$ cat src/design/wpm_pkg.sv
// Package for the wildcard pattern matcher: sizes, action codes, command type
// and the case-folding function. It depends on nothing else.
package wpm_pkg;

    localparam int MAX_PATTERN = 32;
    localparam int LEN_W       = $clog2(MAX_PATTERN + 1);
    localparam int IDX_W       = (MAX_PATTERN > 1) ? $clog2(MAX_PATTERN) : 1;
    localparam int POS_W       = MAX_PATTERN + 1;
    localparam int SYM_W       = 8;
    localparam int ACT_W       = 2;

    localparam logic [SYM_W-1:0] SYM_ANY_ONE = 8'h3F;
    localparam logic [SYM_W-1:0] SYM_ANY_RUN = 8'h2A;
    localparam logic [SYM_W-1:0] SYM_UPPER_A = 8'h41;
    localparam logic [SYM_W-1:0] SYM_UPPER_Z = 8'h5A;
    localparam logic [SYM_W-1:0] SYM_CASE_OFS = 8'h20;

    typedef enum logic [ACT_W-1:0] {
        ACT_CLEAR  = 2'd0,
        ACT_APPEND = 2'd1,
        ACT_TEXT   = 2'd2,
        ACT_END    = 2'd3
    } t_action;

    typedef struct packed {
        t_action          act;
        logic [SYM_W-1:0] sym;
        logic             is_run;
        logic             is_one;
    } t_cmd;

    function automatic logic [SYM_W-1:0] fold(input logic [SYM_W-1:0] c, input logic ci);
        logic [SYM_W-1:0] r;
        r = c;
        if (ci && c >= SYM_UPPER_A && c <= SYM_UPPER_Z) begin
            r = c + SYM_CASE_OFS;
        end
        return r;
    endfunction

endpackage

$ cat src/design/wpm_in_if.sv
// Input item channel of the wildcard pattern matcher: valid, ready, action, symbol.
// Depends on wpm_pkg.
interface wpm_in_if;
    import wpm_pkg::*;
    logic             valid;
    logic             ready;
    logic [ACT_W-1:0] action;
    logic [SYM_W-1:0] symbol;
    modport source (output valid, output action, output symbol, input ready);
    modport sink   (input valid, input action, input symbol, output ready);
endinterface

$ cat src/design/wpm_out_if.sv
// Result channel of the wildcard pattern matcher: valid, ready, matched and the
// overflow flag. It has no dependencies.
interface wpm_out_if;
    logic valid;
    logic ready;
    logic matched;
    logic pattern_overflow;
    modport source (output valid, output matched, output pattern_overflow, input ready);
    modport sink   (input valid, input matched, input pattern_overflow, output ready);
endinterface

$ cat src/design/wpm_cfg_if.sv
// Configuration write channel of the wildcard pattern matcher: valid, ready and
// the case_insensitive bit. It has no dependencies.
interface wpm_cfg_if;
    logic valid;
    logic ready;
    logic case_insensitive;
    modport source (output valid, output case_insensitive, input ready);
    modport sink   (input valid, input case_insensitive, output ready);
endinterface

$ cat src/design/wpm_front.sv
// Front end: takes input transfers, decodes the action and flags wildcard
// symbols, and holds one decoded command for the queue. Depends on wpm_pkg, wpm_in_if.
module wpm_front (
    input  logic          i_clk,
    input  logic          i_rst_n,
    wpm_in_if.sink        i_item,
    output logic          o_push_valid,
    output wpm_pkg::t_cmd o_push_cmd,
    input  logic          i_push_ready
);
    import wpm_pkg::*;

    logic r_valid;
    logic n_valid;
    t_cmd r_cmd;
    t_cmd n_cmd;
    logic accept;

    assign i_item.ready = !r_valid || i_push_ready;
    assign accept       = i_item.valid && i_item.ready;

    always_comb begin
        n_cmd.act    = t_action'(i_item.action);
        n_cmd.sym    = i_item.symbol;
        n_cmd.is_run = (i_item.symbol == SYM_ANY_RUN);
        n_cmd.is_one = (i_item.symbol == SYM_ANY_ONE);
        if (accept) begin
            n_valid = 1'b1;
        end else if (i_push_ready) begin
            n_valid = 1'b0;
        end else begin
            n_valid = r_valid;
        end
    end

    always_ff @(posedge i_clk) begin
        if (!i_rst_n) begin
            r_valid <= 1'b0;
        end else begin
            r_valid <= n_valid;
        end
    end

    always_ff @(posedge i_clk) begin
        if (accept) begin
            r_cmd <= n_cmd;
        end
    end

    assign o_push_valid = r_valid;
    assign o_push_cmd   = r_cmd;
endmodule

$ cat src/design/wpm_queue.sv
// Two-entry command queue between the front end and the back end.
// Depends on wpm_pkg.
module wpm_queue (
    input  logic          i_clk,
    input  logic          i_rst_n,
    input  logic          i_push_valid,
    input  wpm_pkg::t_cmd i_push_cmd,
    output logic          o_push_ready,
    output logic          o_pop_valid,
    output wpm_pkg::t_cmd o_pop_cmd,
    input  logic          i_pop_ready
);
    import wpm_pkg::*;

    t_cmd       r_mem [2];
    logic       r_wp;
    logic       r_rp;
    logic [1:0] r_cnt;
    logic       n_wp;
    logic       n_rp;
    logic [1:0] n_cnt;
    logic       push;
    logic       pop;

    assign o_push_ready = (r_cnt != 2'd2);
    assign o_pop_valid  = (r_cnt != 2'd0);
    assign o_pop_cmd    = r_mem[r_rp];
    assign push         = i_push_valid && o_push_ready;
    assign pop          = o_pop_valid && i_pop_ready;

    always_comb begin
        n_wp  = push ? !r_wp : r_wp;
        n_rp  = pop ? !r_rp : r_rp;
        n_cnt = r_cnt;
        if (push && !pop) begin
            n_cnt = r_cnt + 2'd1;
        end else if (pop && !push) begin
            n_cnt = r_cnt - 2'd1;
        end
    end

    always_ff @(posedge i_clk) begin
        if (!i_rst_n) begin
            r_wp  <= 1'b0;
            r_rp  <= 1'b0;
            r_cnt <= 2'd0;
        end else begin
            r_wp  <= n_wp;
            r_rp  <= n_rp;
            r_cnt <= n_cnt;
        end
    end

    always_ff @(posedge i_clk) begin
        if (push) begin
            r_mem[r_wp] <= i_push_cmd;
        end
    end
endmodule

$ cat src/design/wpm_back.sv
// Back end: pattern store, live-position automaton, configuration register and
// the result register. Depends on wpm_pkg, wpm_out_if, wpm_cfg_if.
module wpm_back (
    input  logic          i_clk,
    input  logic          i_rst_n,
    input  logic          i_cmd_valid,
    input  wpm_pkg::t_cmd i_cmd,
    output logic          o_cmd_ready,
    wpm_cfg_if.sink       i_cfg,
    wpm_out_if.source     o_result
);
    import wpm_pkg::*;

    logic [SYM_W-1:0] r_store [MAX_PATTERN];
    logic [MAX_PATTERN-1:0] r_star;
    logic [MAX_PATTERN-1:0] r_any;
    logic [LEN_W-1:0] r_len;
    logic [LEN_W-1:0] n_len;
    logic [POS_W-1:0] r_live;
    logic [POS_W-1:0] n_live;
    logic             r_ovf;
    logic             n_ovf;
    logic             r_ci;
    logic             r_out_valid;
    logic             n_out_valid;
    logic             r_matched;
    logic             r_out_ovf;

    logic [MAX_PATTERN-1:0] in_pat;
    logic [MAX_PATTERN-1:0] step_v;
    logic [POS_W-1:0] star_v;
    logic [POS_W-1:0] live_star;
    logic [POS_W-1:0] carry_sum;
    logic [POS_W-1:0] closed;
    logic [POS_W-1:0] text_next;
    logic [SYM_W-1:0] sym_fold;
    logic             pop;
    logic             store_wr;
    logic             has_room;

    assign sym_fold = fold(i_cmd.sym, r_ci);

    // Per-position decode: only positions below the pattern length take part.
    for (genvar g = 0; g < MAX_PATTERN; g++) begin : g_pos
        assign in_pat[g] = (r_len > LEN_W'(g));
        assign step_v[g] = in_pat[g] && !r_star[g]
                           && (r_any[g] || fold(r_store[g], r_ci) == sym_fold);
        assign star_v[g] = in_pat[g] && r_star[g];
    end
    assign star_v[POS_W-1] = 1'b0;

    // Star closure as a carry chain: a live star generates, an unlived star propagates.
    assign live_star = r_live & star_v;
    assign carry_sum = star_v + live_star;
    assign closed    = r_live | (carry_sum ^ star_v ^ live_star);
    assign text_next = (closed & star_v)
                       | {step_v & closed[MAX_PATTERN-1:0], 1'b0};

    assign has_room    = (r_len < LEN_W'(MAX_PATTERN));
    assign o_cmd_ready = (i_cmd.act != ACT_END) || !r_out_valid || o_result.ready;
    assign pop         = i_cmd_valid && o_cmd_ready;
    assign store_wr    = pop && (i_cmd.act == ACT_APPEND) && has_room;

    always_comb begin
        n_len       = r_len;
        n_live      = r_live;
        n_ovf       = r_ovf;
        n_out_valid = r_out_valid && !o_result.ready;
        if (pop) begin
            case (i_cmd.act)
                ACT_CLEAR: begin
                    n_len  = '0;
                    n_ovf  = 1'b0;
                    n_live = POS_W'(1);
                end
                ACT_APPEND: begin
                    if (has_room) begin
                        n_len = r_len + LEN_W'(1);
                    end else begin
                        n_ovf = 1'b1;
                    end
                    n_live = POS_W'(1);
                end
                ACT_TEXT: begin
                    n_live = text_next;
                end
                ACT_END: begin
                    n_live      = POS_W'(1);
                    n_out_valid = 1'b1;
                end
                default: begin
                    n_live = r_live;
                end
            endcase
        end
    end

    always_ff @(posedge i_clk) begin
        if (!i_rst_n) begin
            r_len       <= '0;
            r_live      <= POS_W'(1);
            r_ovf       <= 1'b0;
            r_ci        <= 1'b0;
            r_out_valid <= 1'b0;
        end else begin
            r_len       <= n_len;
            r_live      <= n_live;
            r_ovf       <= n_ovf;
            r_out_valid <= n_out_valid;
            if (i_cfg.valid) begin
                r_ci <= i_cfg.case_insensitive;
            end
        end
    end

    always_ff @(posedge i_clk) begin
        if (store_wr) begin
            r_store[r_len[IDX_W-1:0]] <= i_cmd.sym;
            r_star[r_len[IDX_W-1:0]]  <= i_cmd.is_run;
            r_any[r_len[IDX_W-1:0]]   <= i_cmd.is_one;
        end
        if (pop && i_cmd.act == ACT_END) begin
            r_matched <= closed[r_len];
            r_out_ovf <= r_ovf;
        end
    end

    assign i_cfg.ready               = 1'b1;
    assign o_result.valid            = r_out_valid;
    assign o_result.matched          = r_matched;
    assign o_result.pattern_overflow = r_out_ovf;
endmodule

$ cat src/design/wildcard_pattern_matcher.sv
// Top level of the wildcard pattern matcher: front end, command queue and back end.
// Depends on wpm_pkg, wpm_in_if, wpm_out_if, wpm_cfg_if, wpm_front, wpm_queue, wpm_back.
//
// Use: i_item carries one action and one byte per transfer. Action clear empties
// the pattern and the overflow flag; append adds a pattern byte, where '*' matches
// any run of bytes (also none) and '?' any one byte; text feeds one byte to the
// automaton; end of text produces one transfer on o_result with matched and the
// sticky pattern_overflow flag, and restarts matching for the next text.
// Appending more than MAX_PATTERN bytes drops the extras and sets the flag.
// i_cfg writes case_insensitive, which folds ASCII letters before literal compares;
// it is always ready and should only be written while the block is idle.
// Throughput is one item per cycle while no result waits on a stalled receiver:
// every pattern position is updated in parallel and the star closure is a single
// carry chain, so the automaton update in the back end sets the rate. An
// end-of-text item passes through the front register, the queue and the result
// register on its way to o_result.
// After reset the pattern is empty, the flag is clear, case folding is off and no
// result is pending. When the receiver stalls, the result register holds its
// value, the two-entry queue and the front register fill, and i_item.ready falls
// only once all of them are full; non-result items keep flowing meanwhile.
module wildcard_pattern_matcher (
    input  logic      i_clk,
    input  logic      i_rst_n,
    wpm_in_if.sink    i_item,
    wpm_cfg_if.sink   i_cfg,
    wpm_out_if.source o_result
);
    import wpm_pkg::*;

    logic push_valid;
    logic push_ready;
    t_cmd push_cmd;
    logic pop_valid;
    logic pop_ready;
    t_cmd pop_cmd;

    wpm_front u_front (
        .i_clk        (i_clk),
        .i_rst_n      (i_rst_n),
        .i_item       (i_item),
        .o_push_valid (push_valid),
        .o_push_cmd   (push_cmd),
        .i_push_ready (push_ready)
    );

    wpm_queue u_queue (
        .i_clk        (i_clk),
        .i_rst_n      (i_rst_n),
        .i_push_valid (push_valid),
        .i_push_cmd   (push_cmd),
        .o_push_ready (push_ready),
        .o_pop_valid  (pop_valid),
        .o_pop_cmd    (pop_cmd),
        .i_pop_ready  (pop_ready)
    );

    wpm_back u_back (
        .i_clk       (i_clk),
        .i_rst_n     (i_rst_n),
        .i_cmd_valid (pop_valid),
        .i_cmd       (pop_cmd),
        .o_cmd_ready (pop_ready),
        .i_cfg       (i_cfg),
        .o_result    (o_result)
    );
endmodule

$ cat src/flat_wrapper.sv
// flat-port wrapper written by rule: the top's interface ports become plain ports
module wildcard_pattern_matcher_flat import wpm_pkg::*;
  (i_clk, i_rst_n, i_item_valid, i_item_action, i_item_symbol, i_item_ready, i_cfg_valid, i_cfg_case_insensitive, i_cfg_ready, o_result_valid, o_result_matched, o_result_pattern_overflow, o_result_ready);
  wpm_in_if i_item_i ();
  wpm_cfg_if i_cfg_i ();
  wpm_out_if o_result_i ();
  input  logic i_clk;
  input  logic i_rst_n;
  input wire logic [$bits(i_item_i.valid)-1:0] i_item_valid;
  input wire logic [$bits(i_item_i.action)-1:0] i_item_action;
  input wire logic [$bits(i_item_i.symbol)-1:0] i_item_symbol;
  output wire logic [$bits(i_item_i.ready)-1:0] i_item_ready;
  input wire logic [$bits(i_cfg_i.valid)-1:0] i_cfg_valid;
  input wire logic [$bits(i_cfg_i.case_insensitive)-1:0] i_cfg_case_insensitive;
  output wire logic [$bits(i_cfg_i.ready)-1:0] i_cfg_ready;
  output wire logic [$bits(o_result_i.valid)-1:0] o_result_valid;
  output wire logic [$bits(o_result_i.matched)-1:0] o_result_matched;
  output wire logic [$bits(o_result_i.pattern_overflow)-1:0] o_result_pattern_overflow;
  input wire logic [$bits(o_result_i.ready)-1:0] o_result_ready;
  assign i_item_i.valid = i_item_valid;
  assign i_item_i.action = i_item_action;
  assign i_item_i.symbol = i_item_symbol;
  assign i_item_ready = i_item_i.ready;
  assign i_cfg_i.valid = i_cfg_valid;
  assign i_cfg_i.case_insensitive = i_cfg_case_insensitive;
  assign i_cfg_ready = i_cfg_i.ready;
  assign o_result_valid = o_result_i.valid;
  assign o_result_matched = o_result_i.matched;
  assign o_result_pattern_overflow = o_result_i.pattern_overflow;
  assign o_result_i.ready = o_result_ready;
  wildcard_pattern_matcher u_core (.i_clk(i_clk), .i_rst_n(i_rst_n), .i_item(i_item_i), .i_cfg(i_cfg_i), .o_result(o_result_i));
endmodule
$ cat config.mk
export PLATFORM = sky130hd
export DESIGN_NAME = wildcard_pattern_matcher_flat
export DESIGN_NICKNAME = d
export VERILOG_FILES = /design/src/design/wpm_pkg.sv /design/src/design/wpm_in_if.sv /design/src/design/wpm_out_if.sv /design/src/design/wpm_cfg_if.sv /design/src/design/wpm_front.sv /design/src/design/wpm_queue.sv /design/src/design/wpm_back.sv /design/src/design/wildcard_pattern_matcher.sv /design/src/flat_wrapper.sv
export SDC_FILE = /design/constraint.sdc
export NUM_CORES = 1
export LEC_CHECK = 0
export ABC_AREA = 1
export CAP_MARGIN = 5
export CELL_PAD_IN_SITES_DETAIL_PLACEMENT = 1
export CELL_PAD_IN_SITES_GLOBAL_PLACEMENT = 1
export CORE_UTILIZATION = 45
export CTS_CLUSTER_SIZE = 14
export DETAILED_ROUTE_END_ITERATION = 10
export DONT_BUFFER_PORTS = 1
export PLACE_DENSITY = 0.73
export REMOVE_ABC_BUFFERS = 1
export SETUP_SLACK_MARGIN = 0.5
export SLEW_MARGIN = 20
export SYNTH_ARGS = -nofsm -noshare
export SYNTH_HDL_FRONTEND = slang
export SYNTH_SLANG_ARGS = --single-unit
$ cat constraint.sdc
create_clock -name i_clk -period 7.3 [get_ports i_clk]
set_input_delay 1.825 -clock i_clk [delete_from_list [all_inputs] [get_ports i_clk]]
set_output_delay 1.825 -clock i_clk [all_outputs]
set_load 0.03 [all_outputs]
==> parameters.txt, run 1 <==
Parameter                              Value

Status
  Outcome ... finished clean

Worst setup path
  Cells on worst reg2reg path ... 17
  Worst Setup End Kind ... flop
  Data required, critical path ... 7.80 ns
  Worst reg2reg setup slack ... about 2.5 ns
  Worst Path Arrival ... ~5.3 ns
  Setup Crit Path Kind ... reg2reg
  RR Endpoint ... u_core.u_back.r_live[25]
  Sort of element at the start of the critical path ... flop
  Critical-path maximum fanout ... 50

Detailed routing
  Residual DRC ... 0
  Post-detailed-route via-to-cell ratio ... approximately 5.6
  Routed vias ... 19.3k
  Number of nets still failing antenna checks after routing ... 0
  Total Wirelength ... approximately 77000 um
  Iteration-0 DRC Markers ... between 1k and 1.5k
  Average wire per standard cell ... roughly 22 um
  Detailed-routing iteration count for the pre-antenna-repair pass ... 5

CTS
  CTS tree ... built
  Post-CTS Setup Bufs ... 0
  Clock tree root driver cell ... clkbuf_16
  Hold_buf cts ... 0
  Clock latency on the worst-skew pair ... around 0.59 ns
  CTS Sinks ... 406
  Clock-pin slew of the registers on the worst-case setup and hold paths ... around 0.06 ns
  Number of buffers inserted during clock tree synthesis ... 44
  Post-CTS resize count ... 0
  Clock Tree Buf Depth ... 3
  H-tree depth ... 2

Timing
  Final setup violation count ... 0
  Setup repair after global routing missed its margin ... no
  Count of final max-slew check failures ... 0
  Share of the clock period used by the worst path after layout ... around two thirds
  Worst rel slew slack ... ~25%
  Number of endpoints with negative hold slack in the final report ... 0
  Peak Freq ... around 210 MHz
  Total negative slack ... 0 ns
  Post-layout min period ... about 4.8 ns
  Actual transition at the worst max-transition pin ... about 1.1 ns
  Clock Skews ... a little under 0.03 ns

Die
  Height of the chip ... between 200 and 250 um
  Die Width ... between 200 and 250 um
  Number of core rows ... a little over 80
  Std-Cell Core Area ... roughly 0.050 sq mm
  Number of I/O pins ... 21
  Die area ... just over 0.05 sq mm
  Initial standard-cell utilization of the core ... between 40% and 50%

Cells and area
  Share of post-route cells with drive strength above 1 ... just under 7%
  Cell area after layout ... 0.0250 sq mm
  NumNets Final ... ~2.8k
  Ant. Diodes ... 0
  Non-filler cells in the finished layout ... 3430
  Area growth syn-to-layout ... 9.87%

Logic synthesis
  Synthesized-area fraction occupied by and/or/nand/nor cells ... 28.1%
  Main flop type after synthesis ... edfxtp_1
  Biggest area consumer among synthesized cells ... edfxtp_1
  Post-Synth XOR/XNOR Area ... under 10%
  Share of synthesized registers carrying an async set or reset ... 0%
  Multiplexer share of the synthesized area ... 0%
  Sequential cell area fraction in the yosys report ... 51.5%
  Cell Area, Synth ... 0.0228 sq mm
  Compound-cell area share of the yosys netlist ... between 6 and 7%
  Largest family of logic cells by synthesized area ... simple AND/OR/NAND/NOR gates
  Netlist cell types ... 47
  Adder-cell share of the synthesized area ... approximately 2.2%
  Synth top area cells ... edfxtp_1 (47%), nand2_1 (11%), inv_1 (5.5%), nor2_1 (5.4%), nand3_1 (5.1%)
  Mapped Avg Cell Area ... approximately 8.4 sq um
  Count of synthesis-stage warnings from yosys ... 0
  Proportion of netlist area held by the largest area contributor ... about 47%
  Number of enable flip-flop cells after synthesis ... roughly 360
  Synthesized instance count ... between 2k and 3k
  Synth Register Bits ... roughly 410

Global route
  GRT Resource Usage Total ... 30.4%
  Remaining global-route overflow ... 0
  Via count of the first global-routing pass ... between 20k and 25k
  Met1 track demand over resource in global routing ... between 30% and 40%
  Pin count of the biggest net entering global routing ... slightly above 50
  Wire length of the first global-routing pass ... around 120000 um
  Most Used Layer, Global Route ... met2
  Antenna violations before repair ... 1
  Met3 GRT Util ... approximately 3.3%
  Met2 Resource Use GR ... 54.7%

Power
  Worst vdd ir ... roughly 0.3 mV
  Net switching fraction of the power ... approximately a third
  Combinational cell fraction of total power ... around a quarter
  Static Leakage ... about 10 nW
  Pwr dens ... roughly 280 mW/mm^2
  Fraction of power consumed by the clock network ... between 30% and 40%
  Overall power of the completed layout ... around 7.0 mW
  Reported net switching power ... ~2.4 mW
  Relative contribution of sequential cells to total power ... about two fifths
  Internal power contribution ... around 4.6 mW

Place
  IO Port Bufs ... 0
  Placed Cells ... ~3.3k
  RD Place Congestion ... around 0.93
  Cell area after placement ... approximately 0.023 sq mm
  Detailed Place HPWL ... between 50000 and 60000 um

Min path
  Worst Min Path Start ... u_core.u_front.o_push_cmd[6]
  Endpoint of the worst hold path ... u_core.u_queue.r_mem[0][6]
  Worst hold path stage count ... 0
  Path category of the worst min-delay check ... reg2reg

Run
  Max Cap Violations ... 0
==> how the worst max path moves through the flow <==
stage / start / to / slack [ns]
finish: flop / u_core.u_back.r_live[25] / 2.53
global route: flop / u_core.u_back.r_live[14] / 2.18
CTS: flop / u_core.u_back.r_live[14] / 2.61
detailed placement: flop / u_core.u_back.r_live[14] / 2.68
global placement: flop / u_core.u_back.r_live[14] / 2.90
floorplan: flop / u_core.u_back.r_live[14] / 2.57
==> routing by layer <==
layer / share of wire (%) / vias up
met4: 3.6 / 0
met2: 50 / 512
met1: 42 / 9548
li1: - / 9053
met5: 0 / -
met3: 4.6 / 160
==> logic make-up after synthesis <==
| group | after synthesis |
|---|---|
| compound gates | 254 |
| simple gates | 1485 |
| other cells | 1 |
| xor+xnor | 110 |
| buf+inv | 419 |
| flops | 406 |
| fa+ha+maj | 40 |
==> flip-flops by register name (all words and copies together), names as in the netlist, 2 cells and up, named ones only <==
register                   flops
u_core.u_back.r_star          32
u_core.u_queue.r_cnt           2
u_core.u_back.r_live          33
u_core.u_back.r_len            6
u_core.u_queue.r_mem          24
u_core.u_back.r_any           32
u_core.u_front.o_push_cmd     12
u_core.u_back.r_store        256
==> final cells by class <==
class                      instances  area, sq um
tap                              672          841
fill                            6027        25100
multi-input combinational       1890         9430
clock inverter                    23          280
clock buffer                      58         1210
timing repair buffer              26          195
inverter                         355         1330
sequential                       406        11700
==> Yosys cell counts, types with 2 or more instances <==
master	instances
clkbuf_1	21
a22oi_1	2
buf_1	12
nor2_2	6
buf_2	21
buf_6	7
a21oi_1	96
nor3b_1	4
nor4_1	17
o22ai_1	22
inv_1	336
nor3_1	76
nor2_1	326
a211oi_1	3
or2_2	54
ha_1	40
xnor2_1	21
inv_2	16
buf_4	3
nand2_1	691
clkinv_1	3
nand3b_1	12
o21bai_1	25
o211ai_1	12
o2111ai_1	12
o21ai_0	54
dfxtp_1	48
nand4_1	61
xor2_1	89
nand2_2	4
edfxtp_1	358
a221oi_1	6
o221ai_1	3
nand3_1	230
o21ai_1	12
==> critical path: stages, from the launching register on <==
cell and delay, ns:
dfxtp_1 0.73, inv_2 0.25, nand2_1 0.17, nand2_4 0.22
inv_2 0.48, o21ai_0 0.19, nand3_1 0.14, nand3_2 0.12
o21ai_4 0.40, clkinv_2 0.80, nand2_1 0.28, nand2_1 0.07
nand3b_1 0.31, nand2_1 0.13, nand3_1 0.07, nand2_1 0.08
nand2_1 0.05, a21oi_1 0.16
==> through the flow <==
| stage | worst slack (ns) | utilization (%) | hold WS (ns) |
|---|---|---|---|
| after global placement | 2.90 | 46.9 | 0.435 |
| after detailed placement | 2.68 | 46.9 | 0.436 |
| after floorplan | 2.57 | - | 0.408 |
| after CTS | 2.61 | 49.9 | 0.450 |
| final | 2.53 | 49.9 | 0.450 |
| after global routing | 2.18 | 49.9 | 0.460 |
==> power groups by stage <==
stage	logic (mW)	clock network [mW]	registers (mW)
global placement	1.76	0	2.90
detailed placement	1.82	0	2.90
global route	1.96	2.44	2.86
finish	1.83	2.34	2.85
floorplan	0.977	0	2.89
CTS	1.83	2.37	2.85
==> layout by cell type, fill, tap and decap left out, types with 21 or more instances in the layout <==
cell         n
a21oi_1     96
xor2_1      89
dfxtp_1     48
nor3_1      76
nand4_1     61
o22ai_1     22
o21ai_0     54
o21bai_1    25
xnor2_1     21
ha_1        40
inv_1      336
buf_4       26
clkbuf_16   44
nor2_1     321
edfxtp_1   358
nand2_1    687
or2_2       54
nand3_1    230
(Power assumes the default switching activity.)
==> run 2: changes to the inputs <==
--- a/config.mk
+++ b/config.mk
@@ -13,7 +13,7 @@
 export CTS_CLUSTER_SIZE = 14
 export DETAILED_ROUTE_END_ITERATION = 10
 export DONT_BUFFER_PORTS = 1
-export PLACE_DENSITY = 0.73
+export PLACE_DENSITY = 0.76
 export REMOVE_ABC_BUFFERS = 1
 export SETUP_SLACK_MARGIN = 0.5
 export SLEW_MARGIN = 20
==> constraint.sdc (replaced) <==
create_clock -name i_clk -period 4.09 [get_ports i_clk]
set_input_delay 1.0225 -clock i_clk [delete_from_list [all_inputs] [get_ports i_clk]]
set_output_delay 1.0225 -clock i_clk [all_outputs]
set_load 0.03 [all_outputs]
==> parameters.txt, run 2 (synthesis gave the netlist of run 1 again) <==
Parameter                              Value

Detailed routing
  Total Wirelength ... 78000 um (was 77000 um)
  Iteration-0 DRC Markers ... 1435 (was 1253)
  Average wire per standard cell ... 22.4 um (was 22.5 um)
  Detailed-routing iteration count for the pre-antenna-repair pass ... 5 (unchanged)
  Routed vias ... 19.5k (was 19.3k)
  Post-detailed-route via-to-cell ratio ... 5.59 (was 5.62)
  Number of nets still failing antenna checks after routing ... 0 (unchanged)
  Residual DRC ... 0 (unchanged)

Worst setup path
  RR Endpoint ... u_core.u_back.o_result.matched (was u_core.u_back.r_live[25])
  Setup Crit Path Kind ... reg2reg (unchanged)
  Startpoint of the worst-slack reg-to-reg timing path ... u_core.u_back.r_len[1]
  Worst Path Arrival ... 3.84 ns (was 5.27 ns)
  Worst Setup End Kind ... flop (unchanged)
  Worst reg2reg setup slack ... 0.74 ns (was 2.53 ns)
  Sort of element at the start of the critical path ... flop (unchanged)
  Data required, critical path ... 4.57 ns (was 7.80 ns)
  Cells on worst reg2reg path ... 21 (was 17)
  Critical-path maximum fanout ... 8 (was 50)

Cells and area
  Commonest non-fill, non-tap cell in the layout ... nand2_1 (unchanged)
  NumNets Final ... 2839 (was 2779)
  Share of post-route cells with drive strength above 1 ... 8.73% (was 6.89%)
  Flip-flop count of the largest register, all copies and words added ... 256 (unchanged)
  Area growth syn-to-layout ... 11.8% (was 9.87%)
  Top library cells by usage in the layout, fill and taps aside ... nand2_1 (685), edfxtp_1 (358), inv_1 (336) (was nand2_1 (687), edfxtp_1 (358), inv_1 (336))
  Final core area utilization ... 50.8% (was 49.9%)

CTS
  Clock latency on the worst-skew pair ... 0.61 ns (was 0.59 ns)
  Clock-pin slew of the registers on the worst-case setup and hold paths ... 0.07 ns (was 0.06 ns)
  H-tree depth ... 2 (unchanged)
  CTS Sinks ... 406 (unchanged)
  Post-CTS Setup Bufs ... 0 (unchanged)
  Number of buffers inserted during clock tree synthesis ... 45 (was 44)
  Clock tree root driver cell ... clkbuf_16 (unchanged)
  Clock Tree Buf Depth ... 3 (unchanged)
  CTS tree ... built (unchanged)

Die
  Number of core rows ... 82 (unchanged)
  Height of the chip ... 227 um (unchanged)
  Std-Cell Core Area ... 0.0501 sq mm (unchanged)
  Initial standard-cell utilization of the core ... 45.5% (unchanged)
  Die Width ... 227 um (unchanged)
  Number of I/O pins ... 21 (unchanged)
  Die area ... 0.0515 sq mm (unchanged)

Timing
  Final setup violation count ... 0 (unchanged)
  Count of final max-slew check failures ... 0 (unchanged)
  Setup repair after global routing missed its margin ... no (unchanged)
  Number of endpoints with negative hold slack in the final report ... 0 (unchanged)
  Peak Freq ... 298 MHz (was 210 MHz)
  Worst rel slew slack ... 27.5% (was 25.0%)
  Post-layout min period ... 3.35 ns (was 4.77 ns)
  Share of the clock period used by the worst path after layout ... 82.0% (was 65.3%)
  Clock Skews ... 0.0313 ns (was 0.0298 ns)
  Total negative slack ... 0 ns (unchanged)
  Actual transition at the worst max-transition pin ... 1.08 ns (was 1.12 ns)

Global route
  Remaining global-route overflow ... 0 (unchanged)
  GRT Resource Usage Total ... 30.9% (was 30.4%)
  Pin count of the biggest net entering global routing ... 65 (was 51)
  Via count of the first global-routing pass ... 20.6k (was 20.2k)
  Wire length of the first global-routing pass ... 119000 um (was 116000 um)
  Antenna violations before repair ... 1 (unchanged)

Power
  Pwr dens ... 496 mW/mm^2 (was 281 mW/mm^2)
  Worst vdd ir ... 0.445 mV (was 0.300 mV)
  Overall power of the completed layout ... 12.6 mW (was 7.02 mW)
  Static Leakage ... 10.5 nW (was 10.2 nW)

Run
  Max Cap Violations ... 0 (unchanged)

Min path
  Endpoint of the worst hold path ... u_core.u_back.o_result.pattern_overflow (was u_core.u_queue.r_mem[0][6])
  Worst hold path stage count ... 0 (unchanged)
  Path category of the worst min-delay check ... reg2reg (unchanged)
  Worst Min Path Start ... u_core.u_back.r_ovf (was u_core.u_front.o_push_cmd[6])

Place
  Detailed Place HPWL ... 55000 um (was 53200 um)
  RD Place Congestion ... 0.962 (was 0.933)
  IO Port Bufs ... 0 (unchanged)

Status
  Outcome ... finished clean (unchanged)
==> run 2: cell count changes in the layout (fill, tap and decap cells not counted), moves of 4 or more <==
| cell | previous run | this run |
|---|---|---|
| nor2_2 | 11 | 7 |
| buf_4 | 26 | 81 |
| clkbuf_8 | 6 | 0 |
| clkinv_1 | 7 | 11 |
| nor2_1 | 321 | 325 |
| buf_12 | 0 | 4 |
==> run 2: how the worst max path moves through the flow <==
stage | from | to | slack, ns
floorplan | flop | u_core.u_back.r_live[14] | -0.64
global placement | u_core.u_back.r_len[1] | u_core.u_back.o_result.matched | 0.71
detailed placement | u_core.u_back.r_len[0] | u_core.u_back.o_result.matched | 0.72
CTS | u_core.u_back.r_len[0] | u_core.u_back.o_result.matched | 0.68
global route | u_core.u_back.r_len[1] | u_core.u_back.o_result.matched | 0.49
finish | u_core.u_back.r_len[1] | u_core.u_back.o_result.matched | 0.74
==> run 2: cell type report <==
| cell class | count | area (sq um) |
|---|---|---|
| Multi-Input combinational cell | 1890 | 9440 |
| Sequential cell | 406 | 11700 |
| Antenna cell | 1 | 2.50 |
| Timing Repair Buffer | 85 | 688 |
| Inverter | 355 | 1330 |
| Clock inverter | 27 | 236 |
| Fill cell | 6068 | 24600 |
| Clock buffer | 55 | 1180 |
| Tap cell | 672 | 841 |
==> run 2: metrics by stage <==
| stage | setup WS, ns | hold WS, ns | std cells | cell area [sq um] |
|---|---|---|---|---|
| floorplan | -0.640 | 0.408 | 2651 | 22400 |
| global placement | 0.715 | 0.421 | 3408 | 24000 |
| detailed placement | 0.725 | 0.425 | 3408 | 24000 |
| CTS | 0.684 | 0.433 | 3490 | 25400 |
| global route | 0.492 | 0.444 | 3490 | 25400 |
| finish | 0.735 | 0.428 | 3491 | 25400 |
==> run 2: report_power, final <==
part | internal (mW) | leakage, nW | switching (mW)
registers | 5.00 | 3.63 | 0.0876
logic | 0.879 | 6.14 | 2.66
clock network | 2.26 | 0.701 | 1.73
total | 8.14 | 10.5 | 4.48
==> run 2: what timing repair did <==
| action | CTS | global route |
|---|---|---|
| endpoints found under the setup margin | 0 | 1 |
| hold endpoints to repair | 0 | 0 |
| hold buffers | 0 | 0 |
| gates resized for setup | 0 | 4 |
==> run 2: worst max-delay path, stage by stage, from the launching register on <==
cell and delay (ns):
dfxtp_1 0.33, inv_1 0.14, ha_1 0.36, o21ai_2 0.34, nand3_1 0.15, nor2_1 0.31
nand3_1 0.27, nor2_1 0.16, nand2_1 0.10, nand3_1 0.16, nand2_1 0.14, nand2_1 0.15
nand2_1 0.10, nand2_1 0.10, inv_1 0.04, nand2_1 0.07, nand2_1 0.06, nand2_1 0.07
inv_1 0.04, nand2_1 0.05, nand2_1 0.04, nand2_1 0.07
==> run 2: routing by layer <==
layer	global-route usage (%)	routed length, um
met4	14.0	3550
met1	38.9	33400
met2	52.4	37500
met3	4.38	3640
met5	0	12
